==> src/hw/rtl/aks_pkg.sv <==
// aks_pkg: shared types, constants and functions of the key schedule block
// used by the interfaces, front, queue and back modules; no dependencies
package aks_pkg;

  // default sizes
  localparam int MAX_KEY_WORDS_DEF      = 8;
  localparam int MAX_SCHEDULE_WORDS_DEF = 60;

  // field widths
  localparam int WORD_W  = 32;
  localparam int IDX_W   = 6;
  localparam int KW_W    = 4;
  localparam int SCHED_W = 6;
  localparam int END_W   = 7;
  localparam int CFG_W   = 6;
  localparam int CFG_IDX_W = 1;

  // request queue depth
  localparam int Q_DEPTH = 4;

  // a schedule ends at most this many words, less one, past the key words
  localparam int RESULT_LIMIT = 53;

  // register indexes
  localparam logic [CFG_IDX_W-1:0] REG_KEY_WORDS      = 1'd0;
  localparam logic [CFG_IDX_W-1:0] REG_SCHEDULE_WORDS = 1'd1;

  // reset values, key length limits and the SubWord-only slot selection
  localparam logic [KW_W-1:0]    KEY_WORDS_RST      = 4'd4;
  localparam logic [SCHED_W-1:0] SCHEDULE_WORDS_RST = 6'd44;
  localparam logic [KW_W-1:0]    MIN_KEY_WORDS      = 4'd4;
  localparam logic [KW_W-1:0]    SUBONLY_ABOVE      = 4'd6;
  localparam logic [KW_W-1:0]    SUBONLY_SLOT       = 4'd4;

  // round constant start value and its reduction polynomial
  localparam logic [7:0] RCON_INIT = 8'h01;
  localparam logic [7:0] GF_POLY   = 8'h1b;

  // back state
  typedef enum logic {
    ST_ECHO,
    ST_EXPAND
  } aks_state_t;

  // one queue entry: a key word and what follows it
  typedef struct packed {
    logic [WORD_W-1:0] word;
    logic [IDX_W-1:0]  idx;
    logic              last;
    logic              expand;
  } aks_job_t;

  // effective configuration handed to the back
  typedef struct packed {
    logic [KW_W-1:0]  kw;
    logic [END_W-1:0] end_words;
  } aks_cfg_t;

  localparam logic [7:0] SBOX [256] = '{
    8'h63,8'h7c,8'h77,8'h7b,8'hf2,8'h6b,8'h6f,8'hc5,8'h30,8'h01,8'h67,8'h2b,8'hfe,8'hd7,8'hab,8'h76,
    8'hca,8'h82,8'hc9,8'h7d,8'hfa,8'h59,8'h47,8'hf0,8'had,8'hd4,8'ha2,8'haf,8'h9c,8'ha4,8'h72,8'hc0,
    8'hb7,8'hfd,8'h93,8'h26,8'h36,8'h3f,8'hf7,8'hcc,8'h34,8'ha5,8'he5,8'hf1,8'h71,8'hd8,8'h31,8'h15,
    8'h04,8'hc7,8'h23,8'hc3,8'h18,8'h96,8'h05,8'h9a,8'h07,8'h12,8'h80,8'he2,8'heb,8'h27,8'hb2,8'h75,
    8'h09,8'h83,8'h2c,8'h1a,8'h1b,8'h6e,8'h5a,8'ha0,8'h52,8'h3b,8'hd6,8'hb3,8'h29,8'he3,8'h2f,8'h84,
    8'h53,8'hd1,8'h00,8'hed,8'h20,8'hfc,8'hb1,8'h5b,8'h6a,8'hcb,8'hbe,8'h39,8'h4a,8'h4c,8'h58,8'hcf,
    8'hd0,8'hef,8'haa,8'hfb,8'h43,8'h4d,8'h33,8'h85,8'h45,8'hf9,8'h02,8'h7f,8'h50,8'h3c,8'h9f,8'ha8,
    8'h51,8'ha3,8'h40,8'h8f,8'h92,8'h9d,8'h38,8'hf5,8'hbc,8'hb6,8'hda,8'h21,8'h10,8'hff,8'hf3,8'hd2,
    8'hcd,8'h0c,8'h13,8'hec,8'h5f,8'h97,8'h44,8'h17,8'hc4,8'ha7,8'h7e,8'h3d,8'h64,8'h5d,8'h19,8'h73,
    8'h60,8'h81,8'h4f,8'hdc,8'h22,8'h2a,8'h90,8'h88,8'h46,8'hee,8'hb8,8'h14,8'hde,8'h5e,8'h0b,8'hdb,
    8'he0,8'h32,8'h3a,8'h0a,8'h49,8'h06,8'h24,8'h5c,8'hc2,8'hd3,8'hac,8'h62,8'h91,8'h95,8'he4,8'h79,
    8'he7,8'hc8,8'h37,8'h6d,8'h8d,8'hd5,8'h4e,8'ha9,8'h6c,8'h56,8'hf4,8'hea,8'h65,8'h7a,8'hae,8'h08,
    8'hba,8'h78,8'h25,8'h2e,8'h1c,8'ha6,8'hb4,8'hc6,8'he8,8'hdd,8'h74,8'h1f,8'h4b,8'hbd,8'h8b,8'h8a,
    8'h70,8'h3e,8'hb5,8'h66,8'h48,8'h03,8'hf6,8'h0e,8'h61,8'h35,8'h57,8'hb9,8'h86,8'hc1,8'h1d,8'h9e,
    8'he1,8'hf8,8'h98,8'h11,8'h69,8'hd9,8'h8e,8'h94,8'h9b,8'h1e,8'h87,8'he9,8'hce,8'h55,8'h28,8'hdf,
    8'h8c,8'ha1,8'h89,8'h0d,8'hbf,8'he6,8'h42,8'h68,8'h41,8'h99,8'h2d,8'h0f,8'hb0,8'h54,8'hbb,8'h16
  };

  // s-box on each byte of a word
  function automatic logic [WORD_W-1:0] sub_word(input logic [WORD_W-1:0] w);
    return {SBOX[w[31:24]], SBOX[w[23:16]], SBOX[w[15:8]], SBOX[w[7:0]]};
  endfunction

  // rotate left by one byte
  function automatic logic [WORD_W-1:0] rot_word(input logic [WORD_W-1:0] w);
    return {w[23:0], w[31:24]};
  endfunction

  // multiply by x in gf(2^8)
  function automatic logic [7:0] gf_double(input logic [7:0] b);
    return {b[6:0], 1'b0} ^ (b[7] ? GF_POLY : 8'h00);
  endfunction

endpackage

==> src/hw/rtl/aks_if.sv <==
// aks_if: valid/ready channel interfaces for key words and round-key words
// depends on aks_pkg for field widths
interface aks_in_if;
  logic                         valid;
  logic                         ready;
  logic [aks_pkg::WORD_W-1:0]   key_word;

  modport source (output valid, output key_word, input ready);
  modport sink   (input valid, input key_word, output ready);
endinterface

interface aks_out_if;
  logic                         valid;
  logic                         ready;
  logic [aks_pkg::WORD_W-1:0]   round_key_word;
  logic [aks_pkg::IDX_W-1:0]    word_index;
  logic                         last;

  modport source (output valid, output round_key_word, output word_index, output last,
                  input ready);
  modport sink   (input valid, input round_key_word, input word_index, input last,
                  output ready);
endinterface

==> src/hw/rtl/aks_front.sv <==
// aks_front: configuration registers and key word intake, classifies each
// request and pushes it into the queue; depends on aks_pkg and aks_if
module aks_front #(
  parameter int MAX_KEY_WORDS      = aks_pkg::MAX_KEY_WORDS_DEF,
  parameter int MAX_SCHEDULE_WORDS = aks_pkg::MAX_SCHEDULE_WORDS_DEF
) (
  input  logic                            clk,
  input  logic                            rst_n,
  input  logic                            cfg_we,
  input  logic [aks_pkg::CFG_IDX_W-1:0]   cfg_index,
  input  logic [aks_pkg::CFG_W-1:0]       cfg_data,
  aks_in_if.sink                          in_req,
  input  logic                            q_full,
  output logic                            q_push,
  output aks_pkg::aks_job_t               q_job,
  output aks_pkg::aks_cfg_t               cfg
);

  logic [aks_pkg::KW_W-1:0]    key_words_r, key_words_nxt;
  logic [aks_pkg::SCHED_W-1:0] sched_r, sched_nxt;
  logic [aks_pkg::KW_W-1:0]    done_r, done_nxt;
  logic [aks_pkg::KW_W-1:0]    kw;
  logic [aks_pkg::END_W-1:0]   end_words;
  logic [aks_pkg::END_W-1:0]   end_lim;
  logic [aks_pkg::KW_W-1:0]    idx;
  logic                        key_end;
  logic                        accept;

  // clamp key length to the supported range
  always_comb begin
    if (key_words_r < aks_pkg::MIN_KEY_WORDS) begin
      kw = aks_pkg::MIN_KEY_WORDS;
    end else if (key_words_r > aks_pkg::KW_W'(MAX_KEY_WORDS)) begin
      kw = aks_pkg::KW_W'(MAX_KEY_WORDS);
    end else begin
      kw = key_words_r;
    end
  end

  // schedule end, bounded by storage and by the longest burst
  always_comb begin
    end_lim   = aks_pkg::END_W'(kw) + aks_pkg::END_W'(aks_pkg::RESULT_LIMIT - 1);
    end_words = {1'b0, sched_r};
    if (end_words > aks_pkg::END_W'(MAX_SCHEDULE_WORDS)) begin
      end_words = aks_pkg::END_W'(MAX_SCHEDULE_WORDS);
    end
    if (end_words > end_lim) begin
      end_words = end_lim;
    end
  end

  assign cfg.kw        = kw;
  assign cfg.end_words = end_words;

  // classify the incoming key word
  assign in_req.ready = !q_full;
  assign accept       = in_req.valid && !q_full;
  assign idx          = (done_r >= kw) ? kw - 1'b1 : done_r;
  assign key_end      = (idx + 1'b1) == kw;

  assign q_push     = accept;
  assign q_job.word = in_req.key_word;
  assign q_job.idx  = aks_pkg::IDX_W'(idx);
  assign q_job.last = key_end && (end_words <= aks_pkg::END_W'(kw));
  assign q_job.expand = key_end && (end_words > aks_pkg::END_W'(kw));

  // register writes and intake count
  always_comb begin
    key_words_nxt = key_words_r;
    sched_nxt     = sched_r;
    done_nxt      = done_r;
    if (accept) begin
      done_nxt = key_end ? '0 : idx + 1'b1;
    end
    if (cfg_we) begin
      case (cfg_index)
        aks_pkg::REG_KEY_WORDS: begin
          key_words_nxt = cfg_data[aks_pkg::KW_W-1:0];
          done_nxt      = '0;
        end
        aks_pkg::REG_SCHEDULE_WORDS: begin
          sched_nxt = cfg_data[aks_pkg::SCHED_W-1:0];
          done_nxt  = '0;
        end
        default: ;
      endcase
    end
  end

  always_ff @(posedge clk) begin
    if (!rst_n) begin
      key_words_r <= aks_pkg::KEY_WORDS_RST;
      sched_r     <= aks_pkg::SCHEDULE_WORDS_RST;
      done_r      <= '0;
    end else begin
      key_words_r <= key_words_nxt;
      sched_r     <= sched_nxt;
      done_r      <= done_nxt;
    end
  end

endmodule

==> src/hw/rtl/aks_queue.sv <==
// aks_queue: short request queue between front and back
// depends on aks_pkg for the entry type and depth
module aks_queue (
  input  logic              clk,
  input  logic              rst_n,
  input  logic              push,
  input  aks_pkg::aks_job_t push_job,
  output logic              full,
  input  logic              pop,
  output logic              avail,
  output aks_pkg::aks_job_t pop_job
);

  localparam int PTR_W = $clog2(aks_pkg::Q_DEPTH);
  localparam int CNT_W = $clog2(aks_pkg::Q_DEPTH + 1);

  aks_pkg::aks_job_t  mem_r [aks_pkg::Q_DEPTH];
  logic [PTR_W-1:0]   wr_ptr_r, wr_ptr_nxt;
  logic [PTR_W-1:0]   rd_ptr_r, rd_ptr_nxt;
  logic [CNT_W-1:0]   cnt_r, cnt_nxt;

  assign full    = cnt_r == CNT_W'(aks_pkg::Q_DEPTH);
  assign avail   = cnt_r != '0;
  assign pop_job = mem_r[rd_ptr_r];

  // pointer and fill count update
  always_comb begin
    wr_ptr_nxt = push ? wr_ptr_r + 1'b1 : wr_ptr_r;
    rd_ptr_nxt = pop ? rd_ptr_r + 1'b1 : rd_ptr_r;
    cnt_nxt    = cnt_r + CNT_W'(push) - CNT_W'(pop);
  end

  always_ff @(posedge clk) begin
    if (!rst_n) begin
      wr_ptr_r <= '0;
      rd_ptr_r <= '0;
      cnt_r    <= '0;
    end else begin
      wr_ptr_r <= wr_ptr_nxt;
      rd_ptr_r <= rd_ptr_nxt;
      cnt_r    <= cnt_nxt;
    end
  end

  // entry storage
  always_ff @(posedge clk) begin
    if (push) begin
      mem_r[wr_ptr_r] <= push_job;
    end
  end

endmodule

==> src/hw/rtl/aks_back.sv <==
// aks_back: echoes key words, expands the schedule one word per cycle while out_res
// is ready, holds the word window and the output register; depends on aks_pkg, aks_if
module aks_back #(
  parameter int MAX_KEY_WORDS = aks_pkg::MAX_KEY_WORDS_DEF
) (
  input  logic              clk,
  input  logic              rst_n,
  input  aks_pkg::aks_cfg_t cfg,
  input  logic              q_avail,
  input  aks_pkg::aks_job_t q_job,
  output logic              q_pop,
  aks_out_if.source         out_res
);

  localparam int SLOT_W = $clog2(MAX_KEY_WORDS + 1);

  aks_pkg::aks_state_t          state_r, state_nxt;
  logic [aks_pkg::WORD_W-1:0]   win_r [MAX_KEY_WORDS];
  logic [aks_pkg::WORD_W-1:0]   win_nxt [MAX_KEY_WORDS];
  logic [aks_pkg::WORD_W-1:0]   prev_r;
  logic [7:0]                   rcon_r;
  logic [aks_pkg::IDX_W-1:0]    idx_r;
  logic [SLOT_W-1:0]            slot_r;
  logic                         out_valid_r;
  logic [aks_pkg::WORD_W-1:0]   out_word_r;
  logic [aks_pkg::IDX_W-1:0]    out_idx_r;
  logic                         out_last_r;

  logic                         load_ok;
  logic                         load;
  logic                         gen;
  logic [aks_pkg::WORD_W-1:0]   ld_word;
  logic [aks_pkg::IDX_W-1:0]    ld_idx;
  logic                         ld_last;
  logic [aks_pkg::WORD_W-1:0]   temp;
  logic [aks_pkg::WORD_W-1:0]   gen_word;
  logic                         gen_last;
  logic [SLOT_W-1:0]            kw_s;
  logic [SLOT_W-1:0]            kw_m1;

  assign kw_s    = SLOT_W'(cfg.kw);
  assign kw_m1   = kw_s - 1'b1;
  assign load_ok = !out_valid_r || out_res.ready;

  // next schedule word from the newest and oldest words of the window
  always_comb begin
    temp = prev_r;
    if (slot_r == '0) begin
      temp = aks_pkg::sub_word(aks_pkg::rot_word(prev_r)) ^ {rcon_r, 24'h000000};
    end else if (cfg.kw > aks_pkg::SUBONLY_ABOVE &&
                 slot_r == SLOT_W'(aks_pkg::SUBONLY_SLOT)) begin
      temp = aks_pkg::sub_word(prev_r);
    end
    gen_word = win_r[0] ^ temp;
    gen_last = ({1'b0, idx_r} + 1'b1) == cfg.end_words;
  end

  // next state
  always_comb begin
    state_nxt = state_r;
    case (state_r)
      aks_pkg::ST_ECHO: begin
        if (q_avail && load_ok && q_job.expand) begin
          state_nxt = aks_pkg::ST_EXPAND;
        end
      end
      aks_pkg::ST_EXPAND: begin
        if (load_ok && gen_last) begin
          state_nxt = aks_pkg::ST_ECHO;
        end
      end
      default: state_nxt = aks_pkg::ST_ECHO;
    endcase
  end

  // state outputs: what goes into the output register
  always_comb begin
    q_pop   = 1'b0;
    load    = 1'b0;
    gen     = 1'b0;
    ld_word = q_job.word;
    ld_idx  = q_job.idx;
    ld_last = q_job.last;
    case (state_r)
      aks_pkg::ST_ECHO: begin
        if (q_avail && load_ok) begin
          q_pop = 1'b1;
          load  = 1'b1;
        end
      end
      aks_pkg::ST_EXPAND: begin
        if (load_ok) begin
          gen     = 1'b1;
          load    = 1'b1;
          ld_word = gen_word;
          ld_idx  = idx_r;
          ld_last = gen_last;
        end
      end
      default: ;
    endcase
  end

  // window shifts toward entry zero, new word enters at key length minus one
  always_comb begin
    for (int k = 0; k < MAX_KEY_WORDS - 1; k++) begin
      if (SLOT_W'(k) < kw_m1) begin
        win_nxt[k] = win_r[k+1];
      end else if (SLOT_W'(k) == kw_m1) begin
        win_nxt[k] = ld_word;
      end else begin
        win_nxt[k] = win_r[k];
      end
    end
    if (SLOT_W'(MAX_KEY_WORDS - 1) == kw_m1) begin
      win_nxt[MAX_KEY_WORDS-1] = ld_word;
    end else begin
      win_nxt[MAX_KEY_WORDS-1] = win_r[MAX_KEY_WORDS-1];
    end
  end

  // control registers
  always_ff @(posedge clk) begin
    if (!rst_n) begin
      state_r     <= aks_pkg::ST_ECHO;
      out_valid_r <= 1'b0;
      rcon_r      <= aks_pkg::RCON_INIT;
      idx_r       <= '0;
      slot_r      <= '0;
    end else begin
      state_r <= state_nxt;
      if (load) begin
        out_valid_r <= 1'b1;
      end else if (out_res.ready) begin
        out_valid_r <= 1'b0;
      end
      if (q_pop && q_job.expand) begin
        idx_r  <= aks_pkg::IDX_W'(cfg.kw);
        slot_r <= '0;
        rcon_r <= aks_pkg::RCON_INIT;
      end else if (gen) begin
        idx_r  <= idx_r + 1'b1;
        slot_r <= (slot_r == kw_m1) ? '0 : slot_r + 1'b1;
        if (slot_r == '0) begin
          rcon_r <= aks_pkg::gf_double(rcon_r);
        end
      end
    end
  end

  // payload registers
  always_ff @(posedge clk) begin
    if (load) begin
      out_word_r <= ld_word;
      out_idx_r  <= ld_idx;
      out_last_r <= ld_last;
      prev_r     <= ld_word;
      win_r      <= win_nxt;
    end
  end

  assign out_res.valid          = out_valid_r;
  assign out_res.round_key_word = out_word_r;
  assign out_res.word_index     = out_idx_r;
  assign out_res.last           = out_last_r;

endmodule

==> src/hw/rtl/aks_key_schedule_core.sv <==
// aes_key_schedule_core: top level of the key schedule block
// depends on aks_pkg, aks_if, aks_front, aks_queue and aks_back
//
// Usage:
//   Set key_words (index 0) and schedule_words (index 1) on the cfg port while
//   the block is idle; either write restarts key intake.
//   Send the cipher key on in_req, one 32-bit word per request, first key byte
//   in bits 31..24. Each key word comes back on out_res as schedule word i.
//   After the last key word the block produces the remaining schedule words in
//   order; last marks the final word, and intake then starts a new key.
// Data path and throughput:
//   An accepted request is written to a queue entry and then loaded into the
//   output register, where it is valid on out_res. Key words pass at one per
//   cycle while out_res is ready and no expansion runs; expansion makes one
//   word per cycle while out_res is ready; an AES-128 key gives 44 words, AES-256 60.
// Reset and stalls:
//   Reset sets key_words to 4, schedule_words to 44 and empties the queue.
//   When out_res stalls, expansion pauses, the queue fills with further key
//   words and in_req.ready drops once it is full.
module aes_key_schedule_core #(
  parameter int MAX_KEY_WORDS      = aks_pkg::MAX_KEY_WORDS_DEF,
  parameter int MAX_SCHEDULE_WORDS = aks_pkg::MAX_SCHEDULE_WORDS_DEF
) (
  input  logic                            clk,
  input  logic                            rst_n,
  input  logic                            cfg_we,
  input  logic [aks_pkg::CFG_IDX_W-1:0]   cfg_index,
  input  logic [aks_pkg::CFG_W-1:0]       cfg_data,
  aks_in_if.sink                          in_req,
  aks_out_if.source                       out_res
);

  logic              q_full;
  logic              q_push;
  logic              q_pop;
  logic              q_avail;
  aks_pkg::aks_job_t push_job;
  aks_pkg::aks_job_t pop_job;
  aks_pkg::aks_cfg_t cfg;

  // intake and configuration
  aks_front #(
    .MAX_KEY_WORDS      (MAX_KEY_WORDS),
    .MAX_SCHEDULE_WORDS (MAX_SCHEDULE_WORDS)
  ) u_front (
    .clk       (clk),
    .rst_n     (rst_n),
    .cfg_we    (cfg_we),
    .cfg_index (cfg_index),
    .cfg_data  (cfg_data),
    .in_req    (in_req),
    .q_full    (q_full),
    .q_push    (q_push),
    .q_job     (push_job),
    .cfg       (cfg)
  );

  // request queue
  aks_queue u_queue (
    .clk      (clk),
    .rst_n    (rst_n),
    .push     (q_push),
    .push_job (push_job),
    .full     (q_full),
    .pop      (q_pop),
    .avail    (q_avail),
    .pop_job  (pop_job)
  );

  // echo and expansion
  aks_back #(
    .MAX_KEY_WORDS (MAX_KEY_WORDS)
  ) u_back (
    .clk     (clk),
    .rst_n   (rst_n),
    .cfg     (cfg),
    .q_avail (q_avail),
    .q_job   (pop_job),
    .q_pop   (q_pop),
    .out_res (out_res)
  );

endmodule

==> src/flat_wrapper.sv <==
// flat-port wrapper written by rule: the top's interface ports become plain ports
module aes_key_schedule_core_flat 
#(
  parameter int MAX_KEY_WORDS      = aks_pkg::MAX_KEY_WORDS_DEF,
  parameter int MAX_SCHEDULE_WORDS = aks_pkg::MAX_SCHEDULE_WORDS_DEF
)
  (clk, rst_n, cfg_we, cfg_index, cfg_data, in_req_valid, in_req_key_word, in_req_ready, out_res_valid, out_res_round_key_word, out_res_word_index, out_res_last, out_res_ready);
  aks_in_if in_req_i ();
  aks_out_if out_res_i ();
  input  logic clk;
  input  logic rst_n;
  input  logic cfg_we;
  input  logic [aks_pkg::CFG_IDX_W-1:0] cfg_index;
  input  logic [aks_pkg::CFG_W-1:0] cfg_data;
  input wire logic [$bits(in_req_i.valid)-1:0] in_req_valid;
  input wire logic [$bits(in_req_i.key_word)-1:0] in_req_key_word;
  output wire logic [$bits(in_req_i.ready)-1:0] in_req_ready;
  output wire logic [$bits(out_res_i.valid)-1:0] out_res_valid;
  output wire logic [$bits(out_res_i.round_key_word)-1:0] out_res_round_key_word;
  output wire logic [$bits(out_res_i.word_index)-1:0] out_res_word_index;
  output wire logic [$bits(out_res_i.last)-1:0] out_res_last;
  input wire logic [$bits(out_res_i.ready)-1:0] out_res_ready;
  assign in_req_i.valid = in_req_valid;
  assign in_req_i.key_word = in_req_key_word;
  assign in_req_ready = in_req_i.ready;
  assign out_res_valid = out_res_i.valid;
  assign out_res_round_key_word = out_res_i.round_key_word;
  assign out_res_word_index = out_res_i.word_index;
  assign out_res_last = out_res_i.last;
  assign out_res_i.ready = out_res_ready;
  aes_key_schedule_core #(.MAX_KEY_WORDS(MAX_KEY_WORDS), .MAX_SCHEDULE_WORDS(MAX_SCHEDULE_WORDS)) u_core (.clk(clk), .rst_n(rst_n), .cfg_we(cfg_we), .cfg_index(cfg_index), .cfg_data(cfg_data), .in_req(in_req_i), .out_res(out_res_i));
endmodule
==> config.mk <==
export PLATFORM = sky130hd
export DESIGN_NAME = aes_key_schedule_core_flat
export DESIGN_NICKNAME = d
export VERILOG_FILES = /design/src/hw/rtl/aks_pkg.sv /design/src/hw/rtl/aks_if.sv /design/src/hw/rtl/aks_front.sv /design/src/hw/rtl/aks_queue.sv /design/src/hw/rtl/aks_back.sv /design/src/hw/rtl/aks_key_schedule_core.sv /design/src/flat_wrapper.sv
export SDC_FILE = /design/constraint.sdc
export NUM_CORES = 1
export LEC_CHECK = 0
export BUFFER_PORTS_ARGS = -buffer_cell sky130_fd_sc_hd__buf_4
export CORE_ASPECT_RATIO = 1.1
export CORE_UTILIZATION = 29
export CTS_BUF_LIST = sky130_fd_sc_hd__clkbuf_16
export DETAILED_ROUTE_END_ITERATION = 8
export PLACE_DENSITY = 0.39
export SLEW_MARGIN = 20
export SYNTH_ARGS = -nofsm -noshare
export SYNTH_HDL_FRONTEND = slang
export SYNTH_SLANG_ARGS = --single-unit
==> constraint.sdc <==
create_clock -name clk -period 8.75 [get_ports clk]
set_input_delay 0.4375 -clock clk [delete_from_list [all_inputs] [get_ports clk]]
set_output_delay 0.4375 -clock clk [all_outputs]
set_load 0.05 [all_outputs]
### Yosys cells after proc, flatten, opt, wreduce, memory -nomap -nowiden

Memories as Yosys holds them, arrays and structs flattened. A register that Yosys moved wholly into a read port is not among the register bits.
Index checks and enable logic that the tools add are counted.
W data, S select, Z words.

* magnitude comparators: 19
* bitwise logic cells: 10
* shift operators: 0
* multiply operators: 0
* $add $sub $neg: 10
* div/mod/pow operators: 0
* reductions and logical operators: 36
* multiplexer cells: 54
* equality and inequality tests: 12

Operators by type and width (count)
* $mux W32: 18
* $mux W8: 8
* $xor A32 B32 Y32: 2
* $ge A9 B9 Y1 const B: 4
* $not A8 Y9: 4
* $mux W4: 7
* $reduce_and A2 Y1: 11
* $mux W6: 3
* $reduce_bool A2 Y1: 9
* $eq A3 B4 Y1 const A: 4
* $lt A3 B4 Y1 const A: 3
* $mux W1: 12
* $add A4 B1 Y4 const B: 2
* $eq A2 B4 Y1 const A: 2
* $eq A4 B4 Y1: 2
* $logic_and A1 B1 Y1: 8
* $logic_not A4 Y1: 2
* $lt A1 B4 Y1 const A: 2
* $lt A2 B4 Y1 const A: 2
* $xor A8 B5 Y8: 1
* $add A4 B6 Y7 const B: 1
* $add A6 B1 Y7 const B: 1
* $eq A7 B7 Y1: 1
* $gt A7 B4 Y1: 1
* 24 further kinds: 31

* bits in latches: 0
* memory bits (read-only): 8192
* RAM bits: 152
* memories: 5
* bits in registers: 336
* logic and storage cells: 169

Memories
* (no name shown): depth 256, width 8, rd ports 1, clocked after memory_dff 0, wr ports 0, line aks_pkg.sv:80 `return {SBOX[w[31:24]], SBOX[w[23:16]], SBOX[w[15:8]], SBOX[w[7:0]]};`
* (no name shown): depth 256, width 8, rd ports 1, clocked after memory_dff 0, wr ports 0, line aks_pkg.sv:80
* (no name shown): depth 256, width 8, rd ports 1, clocked after memory_dff 0, wr ports 0, line aks_pkg.sv:80
* (no name shown): depth 256, width 8, rd ports 1, clocked after memory_dff 0, wr ports 0, line aks_pkg.sv:80
* u_core.u_queue.mem_r: depth 4, width 38, rd ports 1, clocked after memory_dff 1, wr ports 1, line aks_queue.sv:17 `aks_pkg::aks_job_t mem_r [aks_pkg::Q_DEPTH];`

### Logic depth before layout (Yosys ltp)

Gate-level depths: netlist of the first run.

* depth after elaboration: 12
* mapped depth: 19
* mapped depth without buffers: 18

### Cells and area by module

Synthesis of the first run repeated with hierarchy kept, for this count alone.

* cell total of the unflattened synthesis: 3973
* area total of the unflattened synthesis: 37493.5 µm²

Modules (own cells, without submodules)
* aks_back: area each 29663.4 µm², cells an instance 3523, times used 1
* aks_queue: area each 6261.0 µm², cells an instance 252, times used 1
* aks_front: area each 1569.0 µm², cells an instance 198, times used 1

### Worst setup path after synthesis of the first run

OpenSTA, ideal clock, no wires.

* path kind: register to register
* start: register u_core.u_front.key_words_r[3] (netlist name)
* end: register u_core.u_back.win_r[64] (netlist name), enable pin
* data arrival time: 4081 ps
* path buffers: 3
* setup slack: 4199 ps
* cell stages (with the launch flop): 9
* setup time: 470 ps
* cell sequence: dfxtp_1 clkbuf_1 nor2b_1 nand2_1 ha_1 clkbuf_1 xor2_1 clkbuf_1 a211oi_1

* cells in the longest elaborated chain, start to end: 7
* elaborated cells between the ends (all ways): 9
* classes of those cells: 1 x add/sub; 3 x order compare; 1 x eq/ne; 2 x mux; 2 x reduce/logical

RTL lines
* from (decl): line aks_front.sv:19 `logic [aks_pkg::KW_W-1:0] key_words_r, key_words_nxt;`
* from (signal assigned): line aks_front.sv:92 `key_words_r <= aks_pkg::KEY_WORDS_RST;`
* from (signal assigned): line aks_front.sv:96 `key_words_r <= key_words_nxt;`
* $gt A4 B4 Y1: line aks_front.sv:33 `end else if (key_words_r > aks_pkg::KW_W'(MAX_KEY_WORDS)) begin`
* $mux W4: line aks_front.sv:33
* $mux W4 (*): line aks_front.sv:31 `if (key_words_r < aks_pkg::MIN_KEY_WORDS) begin`
* $sub A4 B1 Y4 (*): line aks_back.sv:42 `assign kw_m1 = kw_s - 1'b1;`
* $lt A3 B4 Y1 or $eq A3 B4 Y1 (tied branches): line aks_back.sv:107, aks_back.sv:109
* $reduce_bool A2 Y1 (no line) (*)
* $reduce_and A2 Y1 (no line) (*)
* to (signal assigned): line aks_back.sv:158 `win_r <= win_nxt;`
* to (decl): line aks_back.sv:18 `logic [aks_pkg::WORD_W-1:0] win_r [MAX_KEY_WORDS];`

Mark *: on every way between the ends. The rest lies on a longest branch, timed or not.
A chain may end at the register's enable or synchronous reset.

==> flow_summary.yaml, run 1 <==
timing:
  hold_violations: 0
  tightest_slew_ns: 1.096
  finalSetupViolations: 0
  fin_crit_sh_pct: 62.22
  final.setup.tns_ns: 0
  relSlewSlack_pct: 26.46
  rsz0062_at_grt: "no"
  clock_skew_ns: 0.02007
  max_freq_ghz: 0.1837
  report.final.slew_viol_count: 0
  finalCriticalPeriod_ns: 5.444
  setup_ws_ns: 3.306
finish:
  drive_gt1_share_pct: 14.90
  syn2layout_area_growth_pct: 10.69
  final_util_pct: 32.47
  layout_common_cells: "edfxtp_1 (447), nand2_1 (321), nor2_1 (230), o21ai_0 (216), a21oi_1 (176)"
  diodes: 0
  layout.nets: 3686
  layout_commonest_cell: "edfxtp_1"
synthesis:
  synth.largest_area_cell: "edfxtp_1"
  ys_types: 107
  synth_top_area_share_pct: 38.19
  synth-seq-area-share_pct: 40.64
  synth_edf_count: 447
  synth_area_leaders: "edfxtp_1 (38%), mux2_2 (3.9%), mux4_2 (3.7%)"
  synthFlopType: "edfxtp_1"
  synth.avg_cell_area_sq_um: 9.589
  netlist_instances: 3665
  ys_warn_count: 0
  ys_seq_elements: 490
  synthesis.area_sq_um: 35140
  postSynth.asyncResetShare_pct: 0
  syn_nets: 3796
floorplanning:
  chipHeight_um: 367.1
  die_area_sq_um: 122600
  io_pins: 85
  start_util_pct: 29.33
  num_rows: 133
  chipWidth_um: 333.9
  coreArea_sq_um: 119800
routing:
  num_vias: 31490
  wire_per_inst_um: 29.02
  drtPass1Iterations: 6
  vias_per_cell: 6.115
  drt_iter0_drc: 4159
  post-route-drc-count: 0
  finalWirelength_mm: 149.4
  detail-route-antenna-nets: 0
cts:
  clk_latency_ns: 0.63
  cts_num_sinks: 490
  cts_tree: "yes"
  path_clk_slew_ns: 0.07
  cts-resized-gates: 0
  numCtsBuffers: 52
  htree_levels: 2
  cts_root_buf: "clkbuf_16"
  clk_path_buf_depth: 3
placement:
  dp_hpwl_mm: 97.83
  dp_slack_ns: 3.308
  gp_congestion: 0.9366
  io_buffers: 84
min_path:
  hp-class: "input pin to flop"
  whs_path_depth: 3
  min_to: "u_core.u_front.key_words_r[2]"
  hold_start: "cfg_data[2]"
critical_path:
  reg2reg_depth: 15
  r2r_slack_ns: 3.31
  r2r_start: "u_core.u_front.key_words_r[3]"
  required_ns: 9.17
  endpoint_kind: "flop"
  worstReg2RegEnd: "u_core.u_queue.mem_r[2][1]"
  criticalPathCategory: "flop to flop"
  arrival_ns: 5.87
  worst-path-max-fanout: 17
  start_kind: "flop"
job:
  maxCapViolations: 0
global_routing:
  grt_pass1_wl_mm: 217.1
  grt_pass1_vias: 30380
  groute.usage.overall_pct: 23.52
  antenna_found_initial: 0
  overflow: 0
  grt_max_degree: 137
run_status:
  status: "finished clean"
## worst max-delay path by stage
| stage | endpoint | slack [ns] | startpoint | cells after the start |
|---|---|---|---|---|
| floorplan | u_core.u_back.win_r[64] | 4.20 | u_core.u_front.key_words_r[3] | 8 |
| CTS | u_core.u_queue.mem_r[2][0] | 3.29 | u_core.u_front.key_words_r[3] | 15 |
| detailed placement | u_core.u_queue.mem_r[3][0] | 3.31 | u_core.u_front.key_words_r[3] | 15 |
| finish | u_core.u_queue.mem_r[2][1] | 3.31 | u_core.u_front.key_words_r[3] | 15 |
| global placement | u_core.u_queue.mem_r[2][0] | 3.29 | u_core.u_front.key_words_r[3] | 15 |
| global route | u_core.u_queue.mem_r[3][0] | 2.87 | u_core.u_front.key_words_r[3] | 15 |
## cell usage after synthesis (58+ instances only)
cell        n
edfxtp_1  447
nand2b_1   99
a21oi_1   177
o21ai_0   216
nor2_1    237
nand3_1    96
nor3_1    134
nand2_1   322
clkbuf_1  208
nor2b_1    98
mux2_2    121
buf_2     106
mux4_2     58
inv_1      71
ha_1       86
## sequential cells by signal (all words and copies together) (netlist names), named ones only
| register | flops |
|---|---|
| u_core.u_back.idx_r | 6 |
| u_core.u_back.out_res.last | 1 |
| u_core.u_back.out_res.round_key_word | 32 |
| u_core.u_back.out_res.valid | 1 |
| u_core.u_back.out_res.word_index | 6 |
| u_core.u_back.rcon_r | 8 |
| u_core.u_back.slot_r | 4 |
| u_core.u_back.state_r | 1 |
| u_core.u_back.win_r | 256 |
| u_core.u_front.done_r | 4 |
| u_core.u_front.key_words_r | 4 |
| u_core.u_front.sched_r | 6 |
| u_core.u_queue.cnt_r | 3 |
| u_core.u_queue.mem_r | 152 |
| u_core.u_queue.rd_ptr_r | 2 |
| u_core.u_queue.wr_ptr_r | 2 |
## routing by layer
layer  wire (um)  GRT usage [%]  vias up  share of wire (%)
li1            -              -    13800                  -
met1       64210          31.79    15760                 43
met2       69690          38.34     1581                 47
met3        9471          2.814      349                6.3
met4        6039          8.751        0                4.0
met5           0              0        -                  0
## cell type report
| cell class | count | area (sq um) |
|---|---|---|
| fill | 12420 | 80910 |
| clock buffer | 52 | 1301 |
| multi-input combinational | 2723 | 18970 |
| clock inverter | 44 | 414.1 |
| sequential | 490 | 14290 |
| inverter | 79 | 299.0 |
| timing repair buffer | 209 | 1687 |
| tap | 1552 | 1942 |
## worst max-delay path, stage by stage (launching register included)
cell and delay, ns:
dfxtp_1 0.94, nor2b_1 0.13, nand2_1 0.28, clkinv_1 0.49, ha_1 0.45, nand2b_1 0.14
a21oi_1 0.20, o21ai_0 0.11, maj3_1 0.47, o21ai_0 0.58, ha_1 0.37, xor2_1 0.14
o21ai_0 0.17, nor3_1 0.29, mux2i_1 0.20, nor2_1 0.29
## cells by family after synthesis
logic type,synth area share [%]
and+or+nand+nor,17.90
AOI/OAI and AO/OA,22.05
DFF,40.64
buffers and inverters,5.750
muxes,8.968
adders and majority gates,3.147
xor gates and xnor gates,1.520
other,0.02137
## metrics by stage
step	hold slack, ns	std cells	area (sq um)
2_1_floorplan	0.4388	3665	35150
3_3_place_gp	0.4621	5021	36860
3_5_place_dp	0.4577	5021	36870
4_1_cts	0.007805	5149	38900
5_1_grt	0.03088	5149	38900
6_report	0.03901	5149	38900
## timing repair
action / CTS / global route
hold buffers: 32 / 0
buffers inserted: 0 / 0
hold endpoints to repair: 128 / 0
Power of run 1 is not shown: default switching activity piles up to over one toggle a cycle in this logic, so the estimate is an artifact.
==> run 2, diff against run 1 <==
--- a/config.mk
+++ b/config.mk
@@ -5,12 +5,13 @@
 export SDC_FILE = /design/constraint.sdc
 export NUM_CORES = 1
 export LEC_CHECK = 0
+export ABC_AREA = 1
 export BUFFER_PORTS_ARGS = -buffer_cell sky130_fd_sc_hd__buf_4
 export CORE_ASPECT_RATIO = 1.1
 export CORE_UTILIZATION = 29
 export CTS_BUF_LIST = sky130_fd_sc_hd__clkbuf_16
 export DETAILED_ROUTE_END_ITERATION = 8
-export PLACE_DENSITY = 0.39
+export PLACE_DENSITY = 0.41
 export SLEW_MARGIN = 20
 export SYNTH_ARGS = -nofsm -noshare
 export SYNTH_HDL_FRONTEND = slang
==> constraint.sdc (replaced) <==
create_clock -name clk -period 4.8 [get_ports clk]
set_input_delay 0.24 -clock clk [delete_from_list [all_inputs] [get_ports clk]]
set_output_delay 0.24 -clock clk [all_outputs]
set_load 0.05 [all_outputs]
==> flow_summary.yaml, run 2 <==
global_routing:
  grt_pass1_vias: 32350
  grt_use_met2_pct: 38.21
  met1_usage_pct: 33.48
  groute.usage.overall_pct: 23.96
  grt_pass1_wl_mm: 216.4
  grt_max_degree: 77
  grt_use_met3_pct: 3.372
  antenna_found_initial: 2
  busiest_layer: "met2"
  overflow: 0
synthesis:
  synth_area_leaders: "edfxtp_1 (40%), nand2_1 (16%), nand3_1 (15%)"
  synth-seq-area-share_pct: 42.34
  synthTopCellsByCount: "nand2_1 (1456), nand3_1 (1024), edfxtp_1 (447), nor2_1 (361), inv_1 (257)"
  ys_seq_elements: 490
  syn_nets: 4769
  synthFlopType: "edfxtp_1"
  synthesis.area_sq_um: 33730
  synth_edf_count: 447
  synth.avg_cell_area_sq_um: 7.273
  synth_most_common_cell: "nand2_1"
  synth_top_area_share_pct: 39.79
  synth.largest_area_cell: "edfxtp_1"
  postSynth.asyncResetShare_pct: 0
  ys_warn_count: 0
  netlist_instances: 4638
  ys_types: 49
floorplanning:
  die_area_sq_um: 117700
  start_util_pct: 29.38
  chipHeight_um: 359.7
  coreArea_sq_um: 114800
  io_pins: 85
  num_rows: 130
  chipWidth_um: 327.2
finish:
  layout_common_cells: "nand2_1 (1455), nand3_1 (1024), edfxtp_1 (447), nor2_1 (350), inv_1 (271)"
  drive_gt1_share_pct: 9.091
  largest_register_ff_count: 256
  layout_commonest_cell: "nand2_1"
  syn2layout_area_growth_pct: 13.71
  layout.nets: 4819
  fin_cells: 6249
  regMostFlops: "u_core.u_back.win_r"
critical_path:
  worst-path-max-fanout: 14
  required_ns: 5.15
  endpoint_kind: "flop"
  start_kind: "flop"
  arrival_ns: 4.44
  criticalPathCategory: "flop to flop"
routing:
  detail-route-antenna-nets: 0
  post-route-drc-count: 0
  drtPass1Iterations: 6
  finalWirelength_mm: 144.8
  drt_iter0_drc: 4119
  num_vias: 33950
  wire_per_inst_um: 23.18
  vias_per_cell: 5.433
cts:
  cts_num_sinks: 490
  clk_path_buf_depth: 3
  cts_root_buf: "clkbuf_16"
  path_clk_slew_ns: 0.06
  clk_latency_ns: 0.63
  cts-resized-gates: 0
  cts_setup_buffers: 0
  numCtsBuffers: 52
  htree_levels: 2
  cts_tree: "yes"
timing:
  clock_skew_ns: 0.02699
  report.final.slew_viol_count: 0
  fin_crit_sh_pct: 85.09
  max_freq_ghz: 0.2448
  finalCriticalPeriod_ns: 4.084
  rsz0062_at_grt: "no"
  relSlewSlack_pct: 24.83
  fin_hold_ws_ns: 0.09805
  hold_violations: 0
  tightest_slew_ns: 1.110
  finalSetupViolations: 0
placement:
  io_buffers: 84
  placed_cells: 6105
  gp_congestion: 0.9863
  dp_hpwl_mm: 99.47
min_path:
  hp-class: "input pin to flop"
run_status:
  status: "finished clean"
job:
  maxCapViolations: 0
==> run 2: cell types whose count changed in the layout (fill, tap and decap cells not counted), moves of 45 or more <==
| cell | before | now |
|---|---|---|
| nand2_1 | 321 | 1455 |
| nand3_1 | 96 | 1024 |
| inv_1 | 77 | 271 |
| nor3_1 | 134 | 1 |
| mux2_2 | 121 | 0 |
| nor2_1 | 230 | 350 |
| nand2b_1 | 99 | 0 |
| nor2b_1 | 97 | 0 |
| mux4_2 | 58 | 0 |
| and2_1 | 48 | 2 |
| o21ai_0 | 216 | 171 |
==> run 2: repair_timing <==
item                       4_1_cts  5_1_grt
hold buffers                    47        0
hold endpoints to repair       149        0
setup endpoints to repair        0        0
==> run 2: area by class of cell <==
class                      instances  area, sq um
antenna                            1        2.502
clock buffer                      53         1326
clock inverter                    43        300.3
fill                           12440        76480
inverter                         293         1109
multi-input combinational       3582        17240
sequential                       490        14290
tap                             1518         1899
timing repair buffer             269         2200
==> run 2: final timing paths <==
path / start / to / cells past startpoint / slack (ns)
max reg2reg: u_core.u_back.out_res.round_key_word[1] / u_core.u_back.win_r[47] / 18 / 0.72
min: out_res_ready / u_core.u_back.out_res.valid / 4 / 0.1
max: u_core.u_back.out_res.round_key_word[1] / u_core.u_back.win_r[47] / 18 / 0.72
min reg2reg: u_core.u_back.state_r / u_core.u_back.state_r / 2 / 0.47
==> run 2: routing by layer <==
layer / up-vias / part of all wire, % / wire [um]
li1: 15900 / - / -
met1: 16190 / 44 / 64400
met2: 1580 / 45 / 65280
met3: 278 / 7.4 / 10700
met4: 2 / 3.1 / 4440
met5: - / 0.0090 / 13
==> run 2: stage by stage <==
stage,setup slack [ns],setup TNS [ns],instance area [sq um],utilization [%]
after floorplan,-0.4704,-30.10,33730,-
after global placement,0.8802,0,36220,31.54
after detailed placement,0.9023,0,36240,31.56
after CTS,0.8735,0,38330,33.38
after global routing,0.5481,0,38360,33.40
final,0.7155,0,38360,33.40
==> run 2: logic make-up (layout without fill, tap and decap cells) <==
| kind of cell | count (synthesis) | count (layout) | synth area share (%) |
|---|---|---|---|
| xor+xnor | 10 | 10 | 0.2597 |
| fa+ha+maj | 87 | 87 | 3.249 |
| compound gates | 502 | 502 | 8.479 |
| buf+inv | 566 | 658 | 7.125 |
| flops | 490 | 490 | 42.34 |
| simple gates | 2981 | 2981 | 38.52 |
| other cells | 2 | 3 | 0.02226 |
==> run 2: worst max-delay path, stage by stage (launching register included) <==
cell,delay [ns]
edfxtp_1,0.79
inv_2,0.33
ha_1,0.41
inv_1,0.16
nand2_1,0.20
nand2_1,0.25
inv_1,0.10
o21ai_0,0.32
nand3_1,0.12
o21ai_1,0.11
nand2_1,0.06
nand3_1,0.16
nand2_1,0.12
nand2_1,0.10
nand2_1,0.06
nand2_1,0.07
nand3_2,0.20
nand3_1,0.14
nand2_1,0.10
Power of run 2 is left out for the same reason.
